[src/design/irbt_pkg.sv]
package irbt_pkg;

    localparam int CHAN_W = 3;
    localparam int DATA_W = 16;
    localparam int CFG_IDX_W = 2;

    typedef enum logic [2:0] {
        OP_CAL_AMBIENT = 3'd0,
        OP_CAL_MOTOR   = 3'd1,
        OP_CAL_LED     = 3'd2,
        OP_TRACK       = 3'd3,
        OP_SET_BG      = 3'd4,
        OP_QUERY       = 3'd5,
        OP_CLEAR_COUNT = 3'd6,
        OP_SPARE       = 3'd7
    } opcode_t;

    typedef enum logic [CFG_IDX_W-1:0] {
        REG_THRESHOLD_MARGIN = 2'd0,
        REG_SETTLE_COUNT     = 2'd1,
        REG_SPARE_2          = 2'd2,
        REG_SPARE_3          = 2'd3
    } reg_index_t;

    localparam logic [DATA_W-1:0] UNSET_VALUE     = 16'hFFFF;
    localparam logic [DATA_W-1:0] MARGIN_RESET    = 16'd4;
    localparam logic [DATA_W-1:0] SETTLE_RESET    = 16'd8000;

    typedef struct packed {
        logic [2:0]               opcode;
        logic [CHAN_W-1:0]        channel;
        logic [DATA_W-1:0]        sample;
        logic signed [DATA_W-1:0] diff;
        logic                     moving;
        logic [8:0]               led_mask;
    } item_t;

    typedef struct packed {
        logic [DATA_W-1:0] threshold;
        logic [DATA_W-1:0] background;
        logic              settled;
        logic [DATA_W-1:0] sample_count;
    } result_t;

    typedef struct packed {
        reg_index_t        index;
        logic [DATA_W-1:0] value;
    } cfg_t;

    // one table row per channel
    typedef struct packed {
        logic [DATA_W-1:0] baseline;
        logic [DATA_W-1:0] motor_offset;
        logic [DATA_W-1:0] led_offset;
    } entry_t;

    // memory control between sequencer and store
    typedef struct packed {
        logic              rd_en;
        logic              wr_en;
        logic [CHAN_W-1:0] chan;
    } store_ctl_t;

    // leds adjacent to each channel, bit 8 is the front led
    function automatic logic [8:0] led_near(input logic [CHAN_W-1:0] ch);
        logic [8:0] m;
        begin
            case (ch)
                3'd0:    m = 9'h103;
                3'd1:    m = 9'h102;
                3'd2:    m = 9'h00E;
                3'd3:    m = 9'h018;
                3'd4:    m = 9'h030;
                3'd5:    m = 9'h0E0;
                3'd6:    m = 9'h0C0;
                default: m = 9'h181;
            endcase
            return m;
        end
    endfunction

    function automatic entry_t entry_reset(input logic [CHAN_W-1:0] ch);
        entry_t e;
        begin
            if (ch == '0)
            begin
                e.baseline     = UNSET_VALUE;
                e.motor_offset = UNSET_VALUE;
                e.led_offset   = UNSET_VALUE;
            end
            else
            begin
                e = '0;
            end
            return e;
        end
    endfunction

    function automatic logic is_unset(input logic [DATA_W-1:0] v);
        return (v == '0) || (v == UNSET_VALUE);
    endfunction

    // one signed step of an offset toward its target
    function automatic logic [DATA_W-1:0] step_signed(input logic [DATA_W-1:0] cur,
                                                      input logic [DATA_W-1:0] target);
        logic [DATA_W-1:0] r;
        begin
            if ($signed(target) > $signed(cur))
                r = cur + 16'd1;
            else if ($signed(target) < $signed(cur))
                r = cur - 16'd1;
            else
                r = cur;
            return r;
        end
    endfunction

endpackage

[src/design/irbt_store.sv]
module irbt_store #(
    parameter int NUM_CHANNELS = 8
) (
    input  logic                clk,
    input  logic                rst_n,
    input  irbt_pkg::store_ctl_t ctl,
    input  irbt_pkg::entry_t    wr_data,
    output irbt_pkg::entry_t    rd_data
);

    localparam int IDX_W = (NUM_CHANNELS > 1) ? $clog2(NUM_CHANNELS) : 1;

    irbt_pkg::entry_t                  mem [NUM_CHANNELS];
    logic [NUM_CHANNELS-1:0]           valid_reg;
    irbt_pkg::entry_t                  rd_data_reg;
    logic                              rd_valid_reg;
    logic [irbt_pkg::CHAN_W-1:0]       rd_chan_reg;
    logic [IDX_W-1:0]                  idx;

    assign idx = ctl.chan[IDX_W-1:0];

    always_ff @(posedge clk)
    begin
        if (ctl.wr_en)
            mem[idx] <= wr_data;
        if (ctl.rd_en)
            rd_data_reg <= mem[idx];
    end

    always_ff @(posedge clk or negedge rst_n)
    begin
        if (!rst_n)
        begin
            valid_reg    <= '0;
            rd_valid_reg <= 1'b0;
            rd_chan_reg  <= '0;
        end
        else
        begin
            if (ctl.wr_en)
                valid_reg[idx] <= 1'b1;
            if (ctl.rd_en)
            begin
                rd_valid_reg <= valid_reg[idx];
                rd_chan_reg  <= ctl.chan;
            end
        end
    end

    // never written entries read as their reset value
    assign rd_data = rd_valid_reg ? rd_data_reg : irbt_pkg::entry_reset(rd_chan_reg);

endmodule

[config.mk]
export PLATFORM = sky130hd
export DESIGN_NAME = irbt_store
export DESIGN_NICKNAME = d
export VERILOG_FILES = /design/src/design/irbt_pkg.sv /design/src/design/irbt_store.sv
export SDC_FILE = /design/constraint.sdc
export NUM_CORES = 1
export LEC_CHECK = 0
export ABC_CLOCK_PERIOD_IN_PS = 4400
export BUFFER_PORTS_ARGS = -buffer_cell sky130_fd_sc_hd__buf_2
export CAP_MARGIN = 20
export CORE_MARGIN = 2
export CORE_UTILIZATION = 55
export CTS_CLUSTER_DIAMETER = 60
export DETAILED_ROUTE_END_ITERATION = 10
export GPL_ROUTABILITY_DRIVEN = 0
export GPL_TIMING_DRIVEN = 0
export PLACE_DENSITY = 0.73
export SKIP_LAST_GASP = 1
export SLEW_MARGIN = 10
export SYNTH_ARGS = -nofsm -noshare
export SYNTH_HDL_FRONTEND = slang
export SYNTH_SLANG_ARGS = --single-unit
[constraint.sdc]
create_clock -name clk -period 4.4 [get_ports clk]
set_input_delay 0.88 -clock clk [delete_from_list [all_inputs] [get_ports clk]]
set_output_delay 0.88 -clock clk [all_outputs]
set_load 0.01 [all_outputs]
==> impl_metrics.toml, run 1 <==
[routing]
routedWlPerCell_um = 24.9
drc_errors = 0
finalWirelength_um = 39000
viasPerCell = 6.07
ant_nets = 0
dr_total_vias = 9499
first_pass_iters = 5
drt-initial-drc-count = 1016

[yosys]
synth_area_leaders = "edfxtp_1, mux2i_1, mux2_2, a22oi_1, a21o_1"
synth_most_common_cell = "edfxtp_1"
synth_top_area_share_pct = 75.1
synth_cell_types = 34
synth_edf_count = 432
synth_area_leader_cell = "edfxtp_1"
yosys_warnings = 0
synth.avg_cell_area_um2 = 17.7
netlist_instances = 976
syn_nets = 1031
synthArstFlopShare_pct = 2.70
synth_commonest_cells = "edfxtp_1, mux2i_1, mux2_2, a22oi_1, a21o_1"
synth_flop_cell = "edfxtp_1"
syn-cell-area_um2 = 17300
ys_seq_area_share_pct = 76.9
synth-seq-cells = 444

[global_routing]
grt_pass1_wl_um = 57700
grt_pass1_vias = 9530
grt_max_degree = 54
antenna_found_initial = 7
grt_use_total_pct = 23.7
globalRouteOverflowTotal = 0

[sta]
finalSetupViolations = 0
clock_skew_ns = 0.0103
slew_violations = 0
finalCritPeriodShare_pct = 77.5
hold_viol = 0
relSlewSlack_pct = 41.2
rsz0062_at_grt = "no"
clock.fmax_mhz = 293
tns_ns = 0
fin_crit_ns = 3.41
whs_ns = 0.226
worstMarginPinSlew_ns = 0.882

[clocking]
clockRootBuffer = "clkbuf_16"
worstSkewPairLatency_ns = 0.54
htreeDepth = 2
clk_pin_slew_worst_paths_ns = 0.06
post_cts_buffers = 0
cts_buffer_depth = 3
cts_tree = "built"
cts_sinks = 444
ctsHoldBuffers = 0
cts_resized = 0
cts_made_buffers = 43

[pwr]
swShare_pct = 21.7
power_frac_comb_pct = 8.2
clockPowerShare_pct = 37.3
switching_power_mw = 1.94
p_leak_nw = 7.17
p_int_mw = 6.98
ir_worst_vdd_mv = 0.255
power_frac_seq_pct = 54.6
pwr_density_cell_nw_per_um2 = 449

[die]
core_area_um2 = 30700
start_util_pct = 56.1
core.rowCount = 64
num_io_pins = 103
dieArea_um2 = 32800
die_w_um = 181
die-height_um = 181

[setup_path]
rr_worst_depth = 4
crit_path_start_kind = "flop"
worstSetupPathType = "flop to primary output"
critical_path_required_ns = 3.52
r2r-start = "mem[3][0]"
critPathLaunch = "rd_valid_reg"
worst_ep_arrival_time_ns = 2.53
crit_path_max_fanout = 10
setup.worst_path.end_class = "primary output"

[layout]
nets = 1189
utilization_pct = 64.6
syn_to_final_growth_pct = 15.1
drive_gt1_share_pct = 25.3
largest_reg_flops = 384

[flow_run]
maxCapViolations = 0

[worst_hold_path]
hp-class = "input pin to asynchronous set/reset pin"

[place]
dp_hpwl_um = 23400
port_buffers = 99

[status]
status = "complete, no violations"
layer usage:
metal / part of all wire (%) / wire, µm / GRT usage (%)
met1: 41 / 15900 / 32.0
met2: 49 / 19200 / 39.4
met3: 7.4 / 2890 / 4.39
met4: 2.5 / 988 / 7.74
met5: 0.069 / 27 / 0
final cells by class:
type	instances	area, µm²
timing repair buffer	113	791
clock buffer	64	1200
tap	396	495
sequential	444	13300
clock inverter	11	53.8
fill	2148	10900
buffer	67	388
multi-input combinational	465	3660
antenna	5	12.5
worst paths after layout:
path,slack (ns),endpoint
worst max-delay path,0.99,rd_data[45]
worst min-delay path,0.23,rd_chan_reg[1]
worst max register to register,2.99,rd_data_reg[0]
worst min register to register,0.47,valid_reg[2]
max in group asynchronous,3.94,valid_reg[3]
min in group clk,0.47,valid_reg[2]
cell usage in the layout, fill, tap and decap left out, types with 2 or more instances in the layout:
cell type	synthesis	routed
nor2b_1	4	4
mux2i_1	81	81
mux2_4	6	6
buf_6	6	6
nand2_1	11	11
nor2_1	43	41
nor2_4	0	2
buf_12	0	4
buf_2	22	120
nor3b_4	0	2
a21oi_1	41	41
o221ai_1	8	8
buf_16	0	5
diode_2	0	5
clkinv_1	0	4
clkinv_2	0	6
and3_4	0	3
dfrtp_1	12	12
a21o_1	48	48
clkbuf_1	20	39
buf_1	4	4
edfxtp_1	432	432
or2_2	8	8
buf_4	14	15
a22oi_1	57	57
o21ai_0	39	39
o22a_1	40	40
and2_1	2	2
mux2_2	62	62
clkbuf_16	0	45
buf_8	1	6
per-stage QoR:
stage	setup WS (ns)	area [µm²]	instances	total power, mW
2_1_floorplan	0.420	17300	976	5.35
3_3_place_gp	-1.74	18300	1471	5.64
3_5_place_dp	1.31	18600	1485	5.67
4_1_cts	0.981	19900	1560	8.95
5_1_grt	0.936	19900	1563	9.18
6_report	0.988	19900	1565	8.92
worst max-delay path, stage by stage, from the launching register on:
cell      delay (ns)
dfrtp_1         0.33
clkbuf_1        0.17
clkbuf_1        0.48
buf_1           0.61
a21o_1          0.24
buf_2           0.14
kinds of logic after synthesis:
logic type             synth area share, %
AND/OR/NAND/NOR                       2.15
buffers and inverters                 2.25
flip-flops                            76.9
multiplexers                          9.26
AO/OA/AOI/OAI                         9.47
power groups by stage:
stage | sequential, mW | clock, mW | combinational (mW)
after floorplan | 4.94 | 0 | 0.409
after global placement | 4.95 | 0 | 0.686
after detailed placement | 4.95 | 0 | 0.721
after CTS | 4.86 | 3.36 | 0.728
after global routing | 4.88 | 3.52 | 0.782
final | 4.86 | 3.33 | 0.728
Power figures use the tool's default switching activity.
==> run 2: changes to the inputs <==
ABC_CLOCK_PERIOD_IN_PS = 3300   (was 4400)
clock period = 3.3 ns   (was 4.4 ns; I/O delays follow)
==> run 2 against run 1 <==
Against the previous run: largest cell class unchanged; sequential power grew 33%; via count increased by 0.84%; critical endpoint is now rd_data[46]; critical path type unchanged; sequential share of layout area is 0.40 points lower; combinational power is 35% higher; die area unchanged; power rose by 34%.
==> impl_metrics.toml, run 2 (synthesized netlist as in run 1, its figures left out) <==
[worst_hold_path]
holdPathStages = 1
hp-class = "input pin to flop"
hold_end = "mem[0][29]"
hp-start = "wr_data[29]"

[routing]
dr_total_vias = 9579
viasPerCell = 6.13
drc_errors = 0
first_pass_iters = 5
drt-initial-drc-count = 1075
finalWirelength_um = 39500
ant_nets = 0
routedWlPerCell_um = 25.3

[global_routing]
antenna_found_initial = 5
grt_use_total_pct = 24.0
grt_max_degree = 54
globalRouteOverflowTotal = 0
grt_pass1_vias = 9512
grt_pass1_wl_um = 58700

[sta]
hold_viol = 0
clock.fmax_mhz = 327
worstMarginPinSlew_ns = 0.810
rsz0062_at_grt = "no"
tns_ns = 0
slew_violations = 0
relSlewSlack_pct = 45.9
finalSetupViolations = 0
clock_skew_ns = 0.0114
finalCritPeriodShare_pct = 92.7
setup_ws_ns = 0.242
fin_crit_ns = 3.06
whs_ns = 0.386

[setup_path]
crit_path_start_kind = "flop"
critical_path_required_ns = 2.64
worst_ep_arrival_time_ns = 2.40
setup.worst_path.end_class = "primary output"
r2r_end = "rd_data_reg[47]"
crit_path_max_fanout = 10
rr_worst_depth = 4
r2r_slack_ns = 1.87
r2r-start = "mem[3][47]"
worstSetupPathType = "flop to primary output"

[place]
dp_slack_ns = 0.450
dpl_cell_area_um2 = 18700
port_buffers = 99
dp_hpwl_um = 23800

[status]
status = "complete, no violations"

[die]
num_io_pins = 103
core.rowCount = 64
start_util_pct = 56.1
dieArea_um2 = 32800
die_w_um = 181
core_area_um2 = 30700
die-height_um = 181

[layout]
mostFrequentLayoutCells = "edfxtp_1, buf_2, mux2i_1"
nets = 1193
final_common_cell = "edfxtp_1"
largest_reg_flops = 384
syn_to_final_growth_pct = 15.8
drive_gt1_share_pct = 25.6
fin_area_um2 = 20000

[clocking]
cts_buffer_depth = 3
clockRootBuffer = "clkbuf_16"
htreeDepth = 2
cts_tree = "built"
post_cts_buffers = 0
cts_sinks = 444
worstSkewPairLatency_ns = 0.54
cts_made_buffers = 43
clk_pin_slew_worst_paths_ns = 0.06

[flow_run]
maxCapViolations = 0

[pwr]
pwr_density_cell_nw_per_um2 = 598
p_leak_nw = 7.23
ir_worst_vdd_mv = 0.416
[run 2: cell count changes in the layout (fill, tap and decap cells not counted), moves of 2 or more]
cell,previous run,this run
buf_16,5,10
clkbuf_8,0,3
clkbuf_1,39,32
buf_8,6,4
clkinv_2,6,4
[run 2: area by class of cell]
cell class	count	area [µm²]
Timing Repair Buffer	117	908
Buffer	67	389
Clock buffer	60	1210
Sequential cell	444	13300
Tap cell	396	495
Clock inverter	9	38.8
Fill cell	2108	10800
Antenna cell	5	12.5
Multi-Input combinational cell	465	3660
[run 2: critical path, cell delays in order, from the launching register on]
cell and delay, ns:
dfrtp_1 0.37, clkbuf_1 0.14, nor4_1 0.31, buf_2 0.35, buf_2 0.36, a21o_1 0.18, buf_2 0.15
[run 2: worst max-delay path by stage]
stage	startpoint	end	slack [ns]	cells past startpoint
finish	rd_valid_reg	rd_data[46]	0.24	6
global route	rd_valid_reg	rd_data[40]	0.13	6
CTS	rd_valid_reg	rd_data[40]	0.07	5
detailed placement	ctl[1]	mem[0][38]	0.45	6
global placement	ctl[1]	valid_reg[4]	-2.27	5
floorplan	ctl[1]	mem[4][0]	-0.23	4
[run 2: per-layer routing]
layer	global-route usage, %	part of all wire [%]	up-vias	wire length [µm]
met5	0	0.018	-	7
met4	7.87	2.8	2	1110
met1	33.8	42	4847	16800
li1	-	-	4207	-
met2	38.8	47	443	18700
met3	4.03	7.3	80	2870
[run 2: repair_timing]
item / CTS / global route
endpoints found under the setup margin: 0 / 4
hold endpoints to repair: 12 / 0
resized for setup: 0 / 1
hold buffers: 1 / 0
[run 2: report_power, final]
part           switching, mW  internal [mW]
clock network           1.96           2.54
registers             0.0580           6.43
logic                  0.597          0.386
[run 2: metrics by stage]
stage / power (mW) / utilization (%) / std cells
5_1_grt: 12.3 / 65.0 / 1560
6_report: 12.0 / 65.0 / 1563
4_1_cts: 12.0 / 65.0 / 1558
2_1_floorplan: 7.13 / - / 976
3_3_place_gp: 7.52 / 59.4 / 1471
3_5_place_dp: 7.57 / 60.9 / 1488
