[src/design/irbt_pkg.sv]
package irbt_pkg;

    localparam int CHAN_W = 3;
    localparam int DATA_W = 16;
    localparam int CFG_IDX_W = 2;

    typedef enum logic [2:0] {
        OP_CAL_AMBIENT = 3'd0,
        OP_CAL_MOTOR   = 3'd1,
        OP_CAL_LED     = 3'd2,
        OP_TRACK       = 3'd3,
        OP_SET_BG      = 3'd4,
        OP_QUERY       = 3'd5,
        OP_CLEAR_COUNT = 3'd6,
        OP_SPARE       = 3'd7
    } opcode_t;

    typedef enum logic [CFG_IDX_W-1:0] {
        REG_THRESHOLD_MARGIN = 2'd0,
        REG_SETTLE_COUNT     = 2'd1,
        REG_SPARE_2          = 2'd2,
        REG_SPARE_3          = 2'd3
    } reg_index_t;

    localparam logic [DATA_W-1:0] UNSET_VALUE     = 16'hFFFF;
    localparam logic [DATA_W-1:0] MARGIN_RESET    = 16'd4;
    localparam logic [DATA_W-1:0] SETTLE_RESET    = 16'd8000;

    typedef struct packed {
        logic [2:0]               opcode;
        logic [CHAN_W-1:0]        channel;
        logic [DATA_W-1:0]        sample;
        logic signed [DATA_W-1:0] diff;
        logic                     moving;
        logic [8:0]               led_mask;
    } item_t;

    typedef struct packed {
        logic [DATA_W-1:0] threshold;
        logic [DATA_W-1:0] background;
        logic              settled;
        logic [DATA_W-1:0] sample_count;
    } result_t;

    typedef struct packed {
        reg_index_t        index;
        logic [DATA_W-1:0] value;
    } cfg_t;

    // one table row per channel
    typedef struct packed {
        logic [DATA_W-1:0] baseline;
        logic [DATA_W-1:0] motor_offset;
        logic [DATA_W-1:0] led_offset;
    } entry_t;

    // memory control between sequencer and store
    typedef struct packed {
        logic              rd_en;
        logic              wr_en;
        logic [CHAN_W-1:0] chan;
    } store_ctl_t;

    // leds adjacent to each channel, bit 8 is the front led
    function automatic logic [8:0] led_near(input logic [CHAN_W-1:0] ch);
        logic [8:0] m;
        begin
            case (ch)
                3'd0:    m = 9'h103;
                3'd1:    m = 9'h102;
                3'd2:    m = 9'h00E;
                3'd3:    m = 9'h018;
                3'd4:    m = 9'h030;
                3'd5:    m = 9'h0E0;
                3'd6:    m = 9'h0C0;
                default: m = 9'h181;
            endcase
            return m;
        end
    endfunction

    function automatic entry_t entry_reset(input logic [CHAN_W-1:0] ch);
        entry_t e;
        begin
            if (ch == '0)
            begin
                e.baseline     = UNSET_VALUE;
                e.motor_offset = UNSET_VALUE;
                e.led_offset   = UNSET_VALUE;
            end
            else
            begin
                e = '0;
            end
            return e;
        end
    endfunction

    function automatic logic is_unset(input logic [DATA_W-1:0] v);
        return (v == '0) || (v == UNSET_VALUE);
    endfunction

    // one signed step of an offset toward its target
    function automatic logic [DATA_W-1:0] step_signed(input logic [DATA_W-1:0] cur,
                                                      input logic [DATA_W-1:0] target);
        logic [DATA_W-1:0] r;
        begin
            if ($signed(target) > $signed(cur))
                r = cur + 16'd1;
            else if ($signed(target) < $signed(cur))
                r = cur - 16'd1;
            else
                r = cur;
            return r;
        end
    endfunction

endpackage

[src/design/irbt_update.sv]
module irbt_update (
    input  irbt_pkg::item_t   item,
    input  irbt_pkg::entry_t  cur,
    input  logic              in_range,
    input  logic [15:0]       counter,
    input  logic [15:0]       margin,
    input  logic [15:0]       settle,
    output irbt_pkg::entry_t  nxt,
    output logic [15:0]       counter_nxt,
    output irbt_pkg::result_t result
);

    logic        near;
    logic [15:0] act_old;
    logic [15:0] act_new;
    logic [15:0] target;
    logic signed [16:0] track_sum;
    logic [15:0] bg;

    assign near   = |(item.led_mask & irbt_pkg::led_near(item.channel));
    assign target = cur.baseline - item.sample;

    assign act_old = (item.moving ? cur.motor_offset : 16'd0)
                   + (near ? cur.led_offset : 16'd0);
    assign track_sum = 17'($signed(item.diff)) + 17'($signed(act_old));

    always_comb
    begin
        nxt         = cur;
        counter_nxt = counter;
        if (in_range)
        begin
            case (item.opcode)
                irbt_pkg::OP_CAL_AMBIENT:
                begin
                    if (irbt_pkg::is_unset(cur.baseline))
                        nxt.baseline = item.sample;
                    else
                    begin
                        if (cur.baseline > item.sample)
                            nxt.baseline = cur.baseline - 16'd1;
                        else if (cur.baseline < item.sample)
                            nxt.baseline = cur.baseline + 16'd1;
                        counter_nxt = counter + 16'd1;
                    end
                end
                irbt_pkg::OP_CAL_MOTOR:
                begin
                    if (irbt_pkg::is_unset(cur.motor_offset))
                        nxt.motor_offset = target;
                    else
                        nxt.motor_offset = irbt_pkg::step_signed(cur.motor_offset, target);
                end
                irbt_pkg::OP_CAL_LED:
                begin
                    if (irbt_pkg::is_unset(cur.led_offset))
                        nxt.led_offset = target;
                    else
                    begin
                        nxt.led_offset = irbt_pkg::step_signed(cur.led_offset, target);
                        counter_nxt    = counter + 16'd1;
                    end
                end
                irbt_pkg::OP_TRACK:
                begin
                    if (track_sum > 17'sd0)
                        nxt.baseline = cur.baseline + 16'd1;
                    else if (track_sum < 17'sd0)
                        nxt.baseline = cur.baseline - 16'd1;
                end
                irbt_pkg::OP_SET_BG:
                    nxt.baseline = item.sample;
                irbt_pkg::OP_CLEAR_COUNT:
                    counter_nxt = '0;
                default:
                    ;
            endcase
        end
    end

    // offsets as they stand after the update
    assign act_new = (item.moving ? nxt.motor_offset : 16'd0)
                   + (near ? nxt.led_offset : 16'd0);
    assign bg      = nxt.baseline - act_new;

    assign result.background   = in_range ? bg : 16'd0;
    assign result.threshold    = in_range ? (bg - margin) : 16'd0;
    assign result.settled      = (counter_nxt >= settle);
    assign result.sample_count = counter_nxt;

endmodule

[config.mk]
export PLATFORM = sky130hd
export DESIGN_NAME = irbt_update
export DESIGN_NICKNAME = d
export VERILOG_FILES = /design/src/design/irbt_pkg.sv /design/src/design/irbt_update.sv
export SDC_FILE = /design/constraint.sdc
export NUM_CORES = 1
export LEC_CHECK = 0
export BUFFER_PORTS_ARGS = -buffer_cell sky130_fd_sc_hd__buf_2
export CORE_UTILIZATION = 42
export DETAILED_ROUTE_END_ITERATION = 10
export PLACE_DENSITY = 0.66
export SYNTH_ARGS = -nofsm -noshare
export SYNTH_HDL_FRONTEND = slang
export SYNTH_SLANG_ARGS = --single-unit
export TNS_END_PERCENT = 30
[constraint.sdc]
create_clock -name vclk -period 16
set_input_delay 2.4 -clock vclk [all_inputs]
set_output_delay 2.4 -clock vclk [all_outputs]
set_load 0.05 [all_outputs]
==> results of run 1 <==
## layout make-up
| type | count | area [um2] |
|---|---|---|
| Antenna cell | 1 | 2.50 |
| Multi-Input combinational cell | 1232 | 8580 |
| Inverter | 134 | 503 |
| Fill cell | 2299 | 10900 |
| Tap cell | 280 | 350 |
| Timing Repair Buffer | 283 | 1490 |
## repair_timing
item / 4_1_cts / 5_1_grt
endpoints found under the setup margin: 0 / 8
setup buffers: 0 / 7
hold buffers: 0 / 0
resized for setup: 0 / 23
## per-stage QoR
step	util, %	instance area [um2]	std cells	total power [mW]
CTS	49.4	10800	1922	0.962
finish	50.0	10900	1930	0.992
global route	50.0	10900	1930	1.07
global placement	49.4	10800	1922	0.954
floorplan	-	9350	1444	0.720
detailed placement	49.4	10800	1922	0.959
## worst paths after layout
check	from	endpoint	slack (ps)	cells after the start
min	margin[0]	result[33]	5240	4
max	item[43]	result[48]	610	50
## worst min-delay path: cells and delay by family
family	cells	cell delay (ps)
buf+inv	2	290
fa+ha+maj	1	120
simple gates	1	30
## power by group
group	switching (mW)	internal [mW]	total, mW
Combinational	0.662	0.330	0.992
Clock	0	0.00000000835	0.00000000836
Sequential	0	0	0
## layout by cell type (no fill, tap or decap), types with 34 or more instances in the layout
master	instances
o21ai_0	89
and2_1	34
nand2_1	110
ha_1	132
inv_1	134
xnor2_1	47
nand4_1	34
nand3_1	57
nor2_1	128
a21oi_1	139
buf_2	257
## cell families after synthesis
| kind of cell | after synthesis | synth area share, % |
|---|---|---|
| adder cells (fa/ha/maj) | 152 | 21.9 |
| multiplexers | 11 | 1.19 |
| buffers and inverters | 212 | 9.37 |
| XOR/XNOR | 73 | 6.84 |
| AO/OA/AOI/OAI | 484 | 33.3 |
| AND/OR/NAND/NOR | 512 | 27.5 |
## metal layers
metal	part of all wire (%)	wire [um]
met5	0.034	13
met4	3.6	1390
met3	9.4	3630
met2	45	17300
met1	42	16300
==> reports/metrics.cfg, run 1 <==
[place]
port_buffers = 258
gp_congestion = 0.991
dp_slack_ps = 313
dp_hpwl_um = 32400

[floorplanning]
die_h_um = 151
core_area_um2 = 21800
start_util_pct = 42.8
die_x_um = 151
io_pins = 258
placementRows = 54
die-area_um2 = 22900

[detailed_routing]
wl_um = 38600
drc_errors = 0
vias = 11845
dr.first_iter.drc_count = 1055
avgViaCountPerCell = 6.14
ant_nets = 0
drt_pass1_iterations = 6
post_drt_wl_per_cell_um = 20.0

[power_and_ir_drop]
p_per_area_nw_per_um2 = 90.8
power.leakage_nw = 5.35
ir_drop_v = 0.0000672

[setup_path]
critical_path_required_ps = 13600
crit_type = input pin to output port
slowest_delay_ps = 490
cp-start-kind = input pin
critPathArrivalTime_ps = 12990
path_delay_family = compound AO/OA/AOI/OAI gates
setup.worst_path.end_class = output port
worst-path-buf-inv = 5
crit_fanout = 10
cp_slowest_cell = fa_1

[global_route]
use_met1_pct = 42.6
gr-usage-met2_pct = 53.4
antenna_found_initial = 2
grt_max_degree = 52
grt_use_total_pct = 32.4
grt_busiest_layer = met2
met3_usage_pct = 5.12
grt_remaining_overflow = 0
grt_pass1_vias = 10381
grt_pass1_wl_um = 57500

[yosys]
synth_top_cells_by_area = ha_1 (18%), a21oi_1 (7.9%), inv_1 (5.4%)
synth_most_common_cell = a21oi_1
synthTopCellsByCount = a21oi_1 (147), inv_1 (134), ha_1 (133)
synthDominantCellAreaShare_pct = 17.8
synth.largest_area_cell = ha_1
yosysSeqAreaShare_pct = 0
synthCells = 1444
yosysWarnings = 0
synth_nets = 1741
ys_types = 81
synth_area_um2 = 9350
avgSynthCellArea_um2 = 6.47

[timing]
whs_ps = 5240
fin_setup_tns_ps = 0
setup_viol = 0
setup_slack_ps = 606
min_period_ps = 15390
hold_violations = 0
finalCritPeriodShare_pct = 96.2
fmax_mhz = 65.0
worstMarginPinSlew_ps = 1020
slew_viol_final = 0
relSlewSlack_pct = 31.5

[cells_and_area]
nFlopsAndLatches = 0
n_clock_buffer = 0
regArea_um2 = 0
nNetsFinal = 1948
area_growth_pct = 16.8
drive_gt1_share_pct = 20.2

[run_status]
status = completed

[job]
cap_violations = 0

[hold_path]
hold_class = input pin to output port

(Power assumes the default switching activity.)
==> inputs of run 2 (changes only) <==
--- a/config.mk
+++ b/config.mk
@@ -6,9 +6,8 @@
 export NUM_CORES = 1
 export LEC_CHECK = 0
 export BUFFER_PORTS_ARGS = -buffer_cell sky130_fd_sc_hd__buf_2
-export CORE_UTILIZATION = 42
+export CORE_UTILIZATION = 25
 export DETAILED_ROUTE_END_ITERATION = 10
-export PLACE_DENSITY = 0.66
 export SYNTH_ARGS = -nofsm -noshare
 export SYNTH_HDL_FRONTEND = slang
 export SYNTH_SLANG_ARGS = --single-unit
==> run 2 against run 1 <==
Fmax up 1.1%. Count of clock-buffer cells in the layout is the same. Die area rose by 67%. Routed wire length up 6.7%. Combinational power is 0.8% lower. Core utilization down 20 points. Sequential share of layout area is the same. Critical path depth is 2 higher. Critical endpoint unchanged. Largest cell class unchanged. Highest routed layer unchanged.
==> reports/metrics.cfg, run 2 (synthesis gave the netlist of run 1 again) <==
[run_status]
status = completed  ; unchanged

[detailed_routing]
wl_um = 41200  ; was 38,600 um
top_layer = met5  ; unchanged
route.met2.wl_um = 17800  ; was 17,300 um
vias = 12018  ; was 11,845
avgViaCountPerCell = 5.68  ; was 6.14
dr.first_iter.drc_count = 1002  ; was 1,055
drt_pass1_iterations = 5  ; was 6
drc_errors = 0  ; unchanged
met1_length_um = 18100  ; was 16,300 um
ant_nets = 0  ; unchanged
wl_met3_um = 3230  ; was 3630 um
post_drt_wl_per_cell_um = 19.5  ; was 20.0 um

[timing]
relSlewSlack_pct = 20.8  ; was 31.5%
min_period_ps = 15230  ; was 15,390 ps
fmax_mhz = 65.7  ; was 65.0 MHz
hold_violations = 0  ; unchanged
setup_viol = 0  ; unchanged
finalCritPeriodShare_pct = 95.2  ; was 96.2%
rsz0062_at_grt = false
slew_viol_final = 0  ; unchanged
fin_setup_tns_ps = 0  ; unchanged
worstMarginPinSlew_ps = 1190  ; was 1020 ps

[place]
place_area_um2 = 11000  ; was 10,800 um2
gp_congestion = 0.993  ; was 0.991
dp_hpwl_um = 34700  ; was 32,400 um
port_buffers = 258  ; unchanged
dp.cells = 2110  ; was 1,922

[power_and_ir_drop]
power.leakage_nw = 5.33  ; was 5.35 nW
p_switching_mw = 0.659  ; was 0.662 mW
p_per_area_nw_per_um2 = 88.6  ; was 90.8 nW/um2
p_int_mw = 0.324  ; was 0.330 mW
power_mw = 0.984  ; was 0.992 mW
p_seq_share_pct = 0  ; about the same
ir_drop_v = 0.0000466  ; was 0.0000672 V
p_comb_share_pct = 100.0  ; about the same
power_frac_clock_pct = 0  ; about the same
swShare_pct = 67.0  ; was 66.7%

[cells_and_area]
mostFrequentLayoutCells = buf_2 (257), a21oi_1 (143), inv_1 (134), ha_1 (133), nor2_1 (128)  ; was buf_2 (257), a21oi_1 (139), inv_1 (134), ha_1 (132), nor2_1 (128)
nFlopsAndLatches = 0  ; unchanged
post-route-cell-area_um2 = 11100  ; was 10,900 um2
regArea_um2 = 0  ; unchanged
multi_input_area_um2 = 8540  ; was 8580 um2
fillers = 4065  ; was 2,299
final_core_util_pct = 30.3  ; was 50.0%
layout_commonest_cell = buf_2  ; unchanged
drive_gt1_share_pct = 19.6  ; was 20.2%
nNetsFinal = 1944  ; was 1,948
n_clock_buffer = 0  ; unchanged
area_growth_pct = 18.8  ; was 16.8%
final_cells = 2115  ; was 1,930

[setup_path]
cp-start-kind = input pin  ; unchanged
cpMostUsedCell = a21oi_1
cp_slowest_cell = fa_1  ; unchanged
critPathArrivalTime_ps = 12830  ; was 12,990 ps
slowest_delay_ps = 530  ; was 490 ps
path_delay_family = compound AO/OA/AOI/OAI gates  ; unchanged
worst-path-buf-inv = 4  ; was 5
crit_type = input pin to output port  ; unchanged
critical_path_required_ps = 13600  ; about the same
setup.worst_path.end_class = output port  ; unchanged
crit_fanout = 10  ; unchanged

[cts]
cts_hold_buffers = 0  ; unchanged

[floorplanning]
core_area_um2 = 36700  ; was 21,800 um2
placementRows = 70  ; was 54
start_util_pct = 25.5  ; was 42.8%
io_pins = 258  ; unchanged
die_x_um = 195  ; was 151 um
die-area_um2 = 38200  ; was 22,900 um2
die_h_um = 195  ; was 151 um

[job]
cap_violations = 0  ; unchanged

[global_route]
grt_pass1_vias = 10737  ; was 10,381
antenna_found_initial = 4  ; was 2
grt_use_total_pct = 20.5  ; was 32.4%
grt_max_degree = 52  ; unchanged
grt_pass1_wl_um = 61900  ; was 57,500 um
grt_remaining_overflow = 0  ; unchanged

[hold_path]
hold_class = input pin to output port  ; unchanged

-- run 2: layer usage --
metal	up-vias	GRT usage, %
li1	5687	-
met1	5575	28.1
met2	641	32.6
met3	111	2.28
met4	4	8.28
met5	-	0
-- run 2: repair_timing --
action                     CTS  global route
resized for setup            0            16
buffers inserted             0             3
setup endpoints to repair    0             5
-- run 2: power groups by stage --
| stage | clock, mW | sequential, mW | combinational [mW] |
|---|---|---|---|
| 2_1_floorplan | 0 | 0 | 0.720 |
| 3_3_place_gp | 0 | 0 | 0.951 |
| 3_5_place_dp | 0 | 0 | 0.963 |
| 4_1_cts | 0 | 0 | 0.966 |
| 5_1_grt | 0.0000000167 | 0 | 1.06 |
| 6_report | 0.0000000168 | 0 | 0.984 |
-- run 2: final timing paths --
| kind | startpoint | end | slack (ps) | depth (start not counted) |
|---|---|---|---|---|
| worst min-delay path | counter[15] | counter_nxt[15] | 5220 | 3 |
| worst max-delay path | item[43] | result[48] | 770 | 52 |
-- run 2: final cells by class --
cell class	instances	share of cell area [%]
multi-input combinational	1232	76.9
antenna	2	0.0451
tap	468	5.27
timing repair buffer	279	13.2
inverter	134	4.53
-- run 2: metrics by stage --
| step | worst slack [ps] | hold slack (ps) |
|---|---|---|
| final | 771 | 5220 |
| after global routing | 18.9 | 5260 |
| after CTS | 407 | 5220 |
| after detailed placement | 472 | 5220 |
| after global placement | 707 | 5210 |
| after floorplan | 268 | 5080 |
==> inputs of run 3 (changes only) <==
--- a/config.mk
+++ b/config.mk
@@ -8,6 +8,8 @@
 export BUFFER_PORTS_ARGS = -buffer_cell sky130_fd_sc_hd__buf_2
 export CORE_UTILIZATION = 25
 export DETAILED_ROUTE_END_ITERATION = 10
+export GPL_ROUTABILITY_DRIVEN = 0
+export RECOVER_POWER = 50
 export SYNTH_ARGS = -nofsm -noshare
 export SYNTH_HDL_FRONTEND = slang
 export SYNTH_SLANG_ARGS = --single-unit
==> run 3 against run 2 <==
The run now ends with max-capacitance violations, max-slew violations left. Final cell count is 0.28% higher. Worst hold slack better by 24 ps. Total power is 0.15% higher. Non-clock buffer count is 3 higher. Sequential share of layout area stayed put. First-iteration DRC count is 18% higher.
==> reports/metrics.cfg, run 3 (synthesis gave the netlist of run 1 again) <==
[run_status]
status = finished with violations  ; was completed
violations = max-capacitance violations, max-slew violations

[timing]
finalCritPeriodShare_pct = 94.6  ; was 95.2%
slew_viol_final = 48  ; was 0
relSlewSlack_pct = -145  ; was 20.8%
setup_viol = 0  ; unchanged
hold_violations = 0  ; unchanged
fmax_mhz = 66.1  ; was 65.7 MHz
min_period_ps = 15140  ; was 15,230 ps
whs_ps = 5240  ; was 5220 ps
worstMarginPinSlew_ps = 3650  ; was 1190 ps

[floorplanning]
start_util_pct = 25.5  ; unchanged
core_area_um2 = 36700  ; unchanged
die_h_um = 195  ; unchanged
die_x_um = 195  ; unchanged
die-area_um2 = 38200  ; unchanged
placementRows = 70  ; unchanged
io_pins = 258  ; unchanged

[power_and_ir_drop]
power_frac_clock_pct = 0  ; about the same
swShare_pct = 67.2  ; was 67.0%
p_seq_share_pct = 0  ; about the same
p_per_area_nw_per_um2 = 89.1  ; was 88.6 nW/um2
p_int_mw = 0.323  ; was 0.324 mW
ir_drop_v = 0.0000458  ; was 0.0000466 V
p_switching_mw = 0.662  ; was 0.659 mW
p_comb_share_pct = 100.0  ; about the same
power.leakage_nw = 5.19  ; was 5.33 nW
power_mw = 0.985  ; was 0.984 mW

[hold_path]
whs_path_depth = 4  ; was 3
hold-path-endpoint = result[33]  ; was counter_nxt[15]
worstHoldStart = margin[0]  ; was counter[15]
hold_class = input pin to output port  ; unchanged

[detailed_routing]
drt_pass1_iterations = 6  ; was 5
drc_errors = 0  ; unchanged
avgViaCountPerCell = 5.64  ; was 5.68
ant_nets = 0  ; unchanged
dr.first_iter.drc_count = 1181  ; was 1,002
wl_um = 41000  ; was 41,200 um
vias = 11958  ; was 12,018
post_drt_wl_per_cell_um = 19.3  ; was 19.5 um

[global_route]
grt_pass1_vias = 10934  ; was 10,737
antenna_found_initial = 6  ; was 4
grt_max_degree = 52  ; unchanged
grt_remaining_overflow = 0  ; unchanged
grt_pass1_wl_um = 62200  ; was 61,900 um
grt_use_total_pct = 20.5  ; about the same

[cells_and_area]
nFlopsAndLatches = 0  ; unchanged
mostFrequentLayoutCells = buf_2 (206), a21oi_1 (142), inv_1 (134), ha_1 (133), nor2_1 (129)  ; was buf_2 (257), a21oi_1 (143), inv_1 (134), ha_1 (133), nor2_1 (128)
n_clock_buffer = 0  ; unchanged
post-route-cell-area_um2 = 11100  ; about the same
regArea_um2 = 0  ; unchanged
nNetsFinal = 1947  ; was 1,944
final_cells = 2121  ; was 2,115
fillers = 4085  ; was 4,065
area_growth_pct = 18.2  ; was 18.8%
final_core_util_pct = 30.1  ; was 30.3%
multi_input_area_um2 = 8540  ; about the same
layout_commonest_cell = buf_2  ; unchanged
drive_gt1_share_pct = 16.6  ; was 19.6%

[setup_path]
slowest_delay_ps = 540  ; was 530 ps
cp_slowest_cell = fa_1  ; unchanged
cp-start-kind = input pin  ; unchanged
crit_type = input pin to output port  ; unchanged
critical_path_required_ps = 13600  ; about the same
crit_fanout = 10  ; unchanged
critPathArrivalTime_ps = 12740  ; was 12,830 ps
setup.worst_path.end_class = output port  ; unchanged

[place]
port_buffers = 258  ; unchanged
dp_hpwl_um = 34700  ; about the same
place_area_um2 = 11000  ; about the same
dp.cells = 2111  ; was 2,110

[cts]
cts_hold_buffers = 0  ; unchanged

[job]
cap_violations = 1  ; was 0

-- run 3: cell types whose count changed in the layout (fill, tap and decap cells not counted), moves of 3 or more --
cell and change:
buf_2 -51, buf_4 +4, clkbuf_1 +51, diode_2 +3
-- run 3: what timing repair did --
item                                    in CTS  in global routing
gates resized for setup                      0                 17
buffers inserted                             0                  5
endpoints found under the setup margin       0                  6
-- run 3: worst max-delay path, delay by kind of cell --
kind	cells	cell delay, ps
compound gates	30	5260
fa+ha+maj	6	2320
simple gates	9	1500
buf+inv	4	720
xor+xnor	3	530
-- run 3: metrics by stage --
| stage | TNS (ps) | setup slack, ps |
|---|---|---|
| global placement | 0 | 749 |
| finish | 0 | 862 |
| floorplan | 0 | 268 |
| global route | -8.88 | -8.88 |
| detailed placement | 0 | 481 |
| CTS | 0 | 396 |
-- run 3: final cells by class --
cell class	count	share of cell area, %
Antenna cell	5	0.113
Inverter	134	4.55
Multi-Input combinational cell	1232	77.2
Tap cell	468	5.30
Timing Repair Buffer	282	12.8
-- run 3: how the worst max path moves through the flow --
stage	start	end	cells after the start
after detailed placement	item[43]	result[47]	54
final	item[43]	result[48]	52
after floorplan	item[6]	result[47]	53
after global routing	item[43]	result[47]	55
after global placement	item[43]	result[47]	54
after CTS	item[43]	result[47]	54
-- run 3: routing by layer --
layer  vias up  GRT usage (%)  part of all wire (%)
met2       624           32.9                    44
met1      5522           27.1                    43
li1       5700              -                     -
met5         -              0                 0.029
met3       110           3.25                   8.6
met4         2           8.84                   4.9
-- run 3: power by group through the flow --
stage | registers (mW) | clock network (mW) | logic, mW
6_report | 0 | 0.0000000421 | 0.985
5_1_grt | 0 | 0.0000000251 | 1.06
4_1_cts | 0 | 0 | 0.967
3_5_place_dp | 0 | 0 | 0.964
3_3_place_gp | 0 | 0 | 0.951
2_1_floorplan | 0 | 0 | 0.720
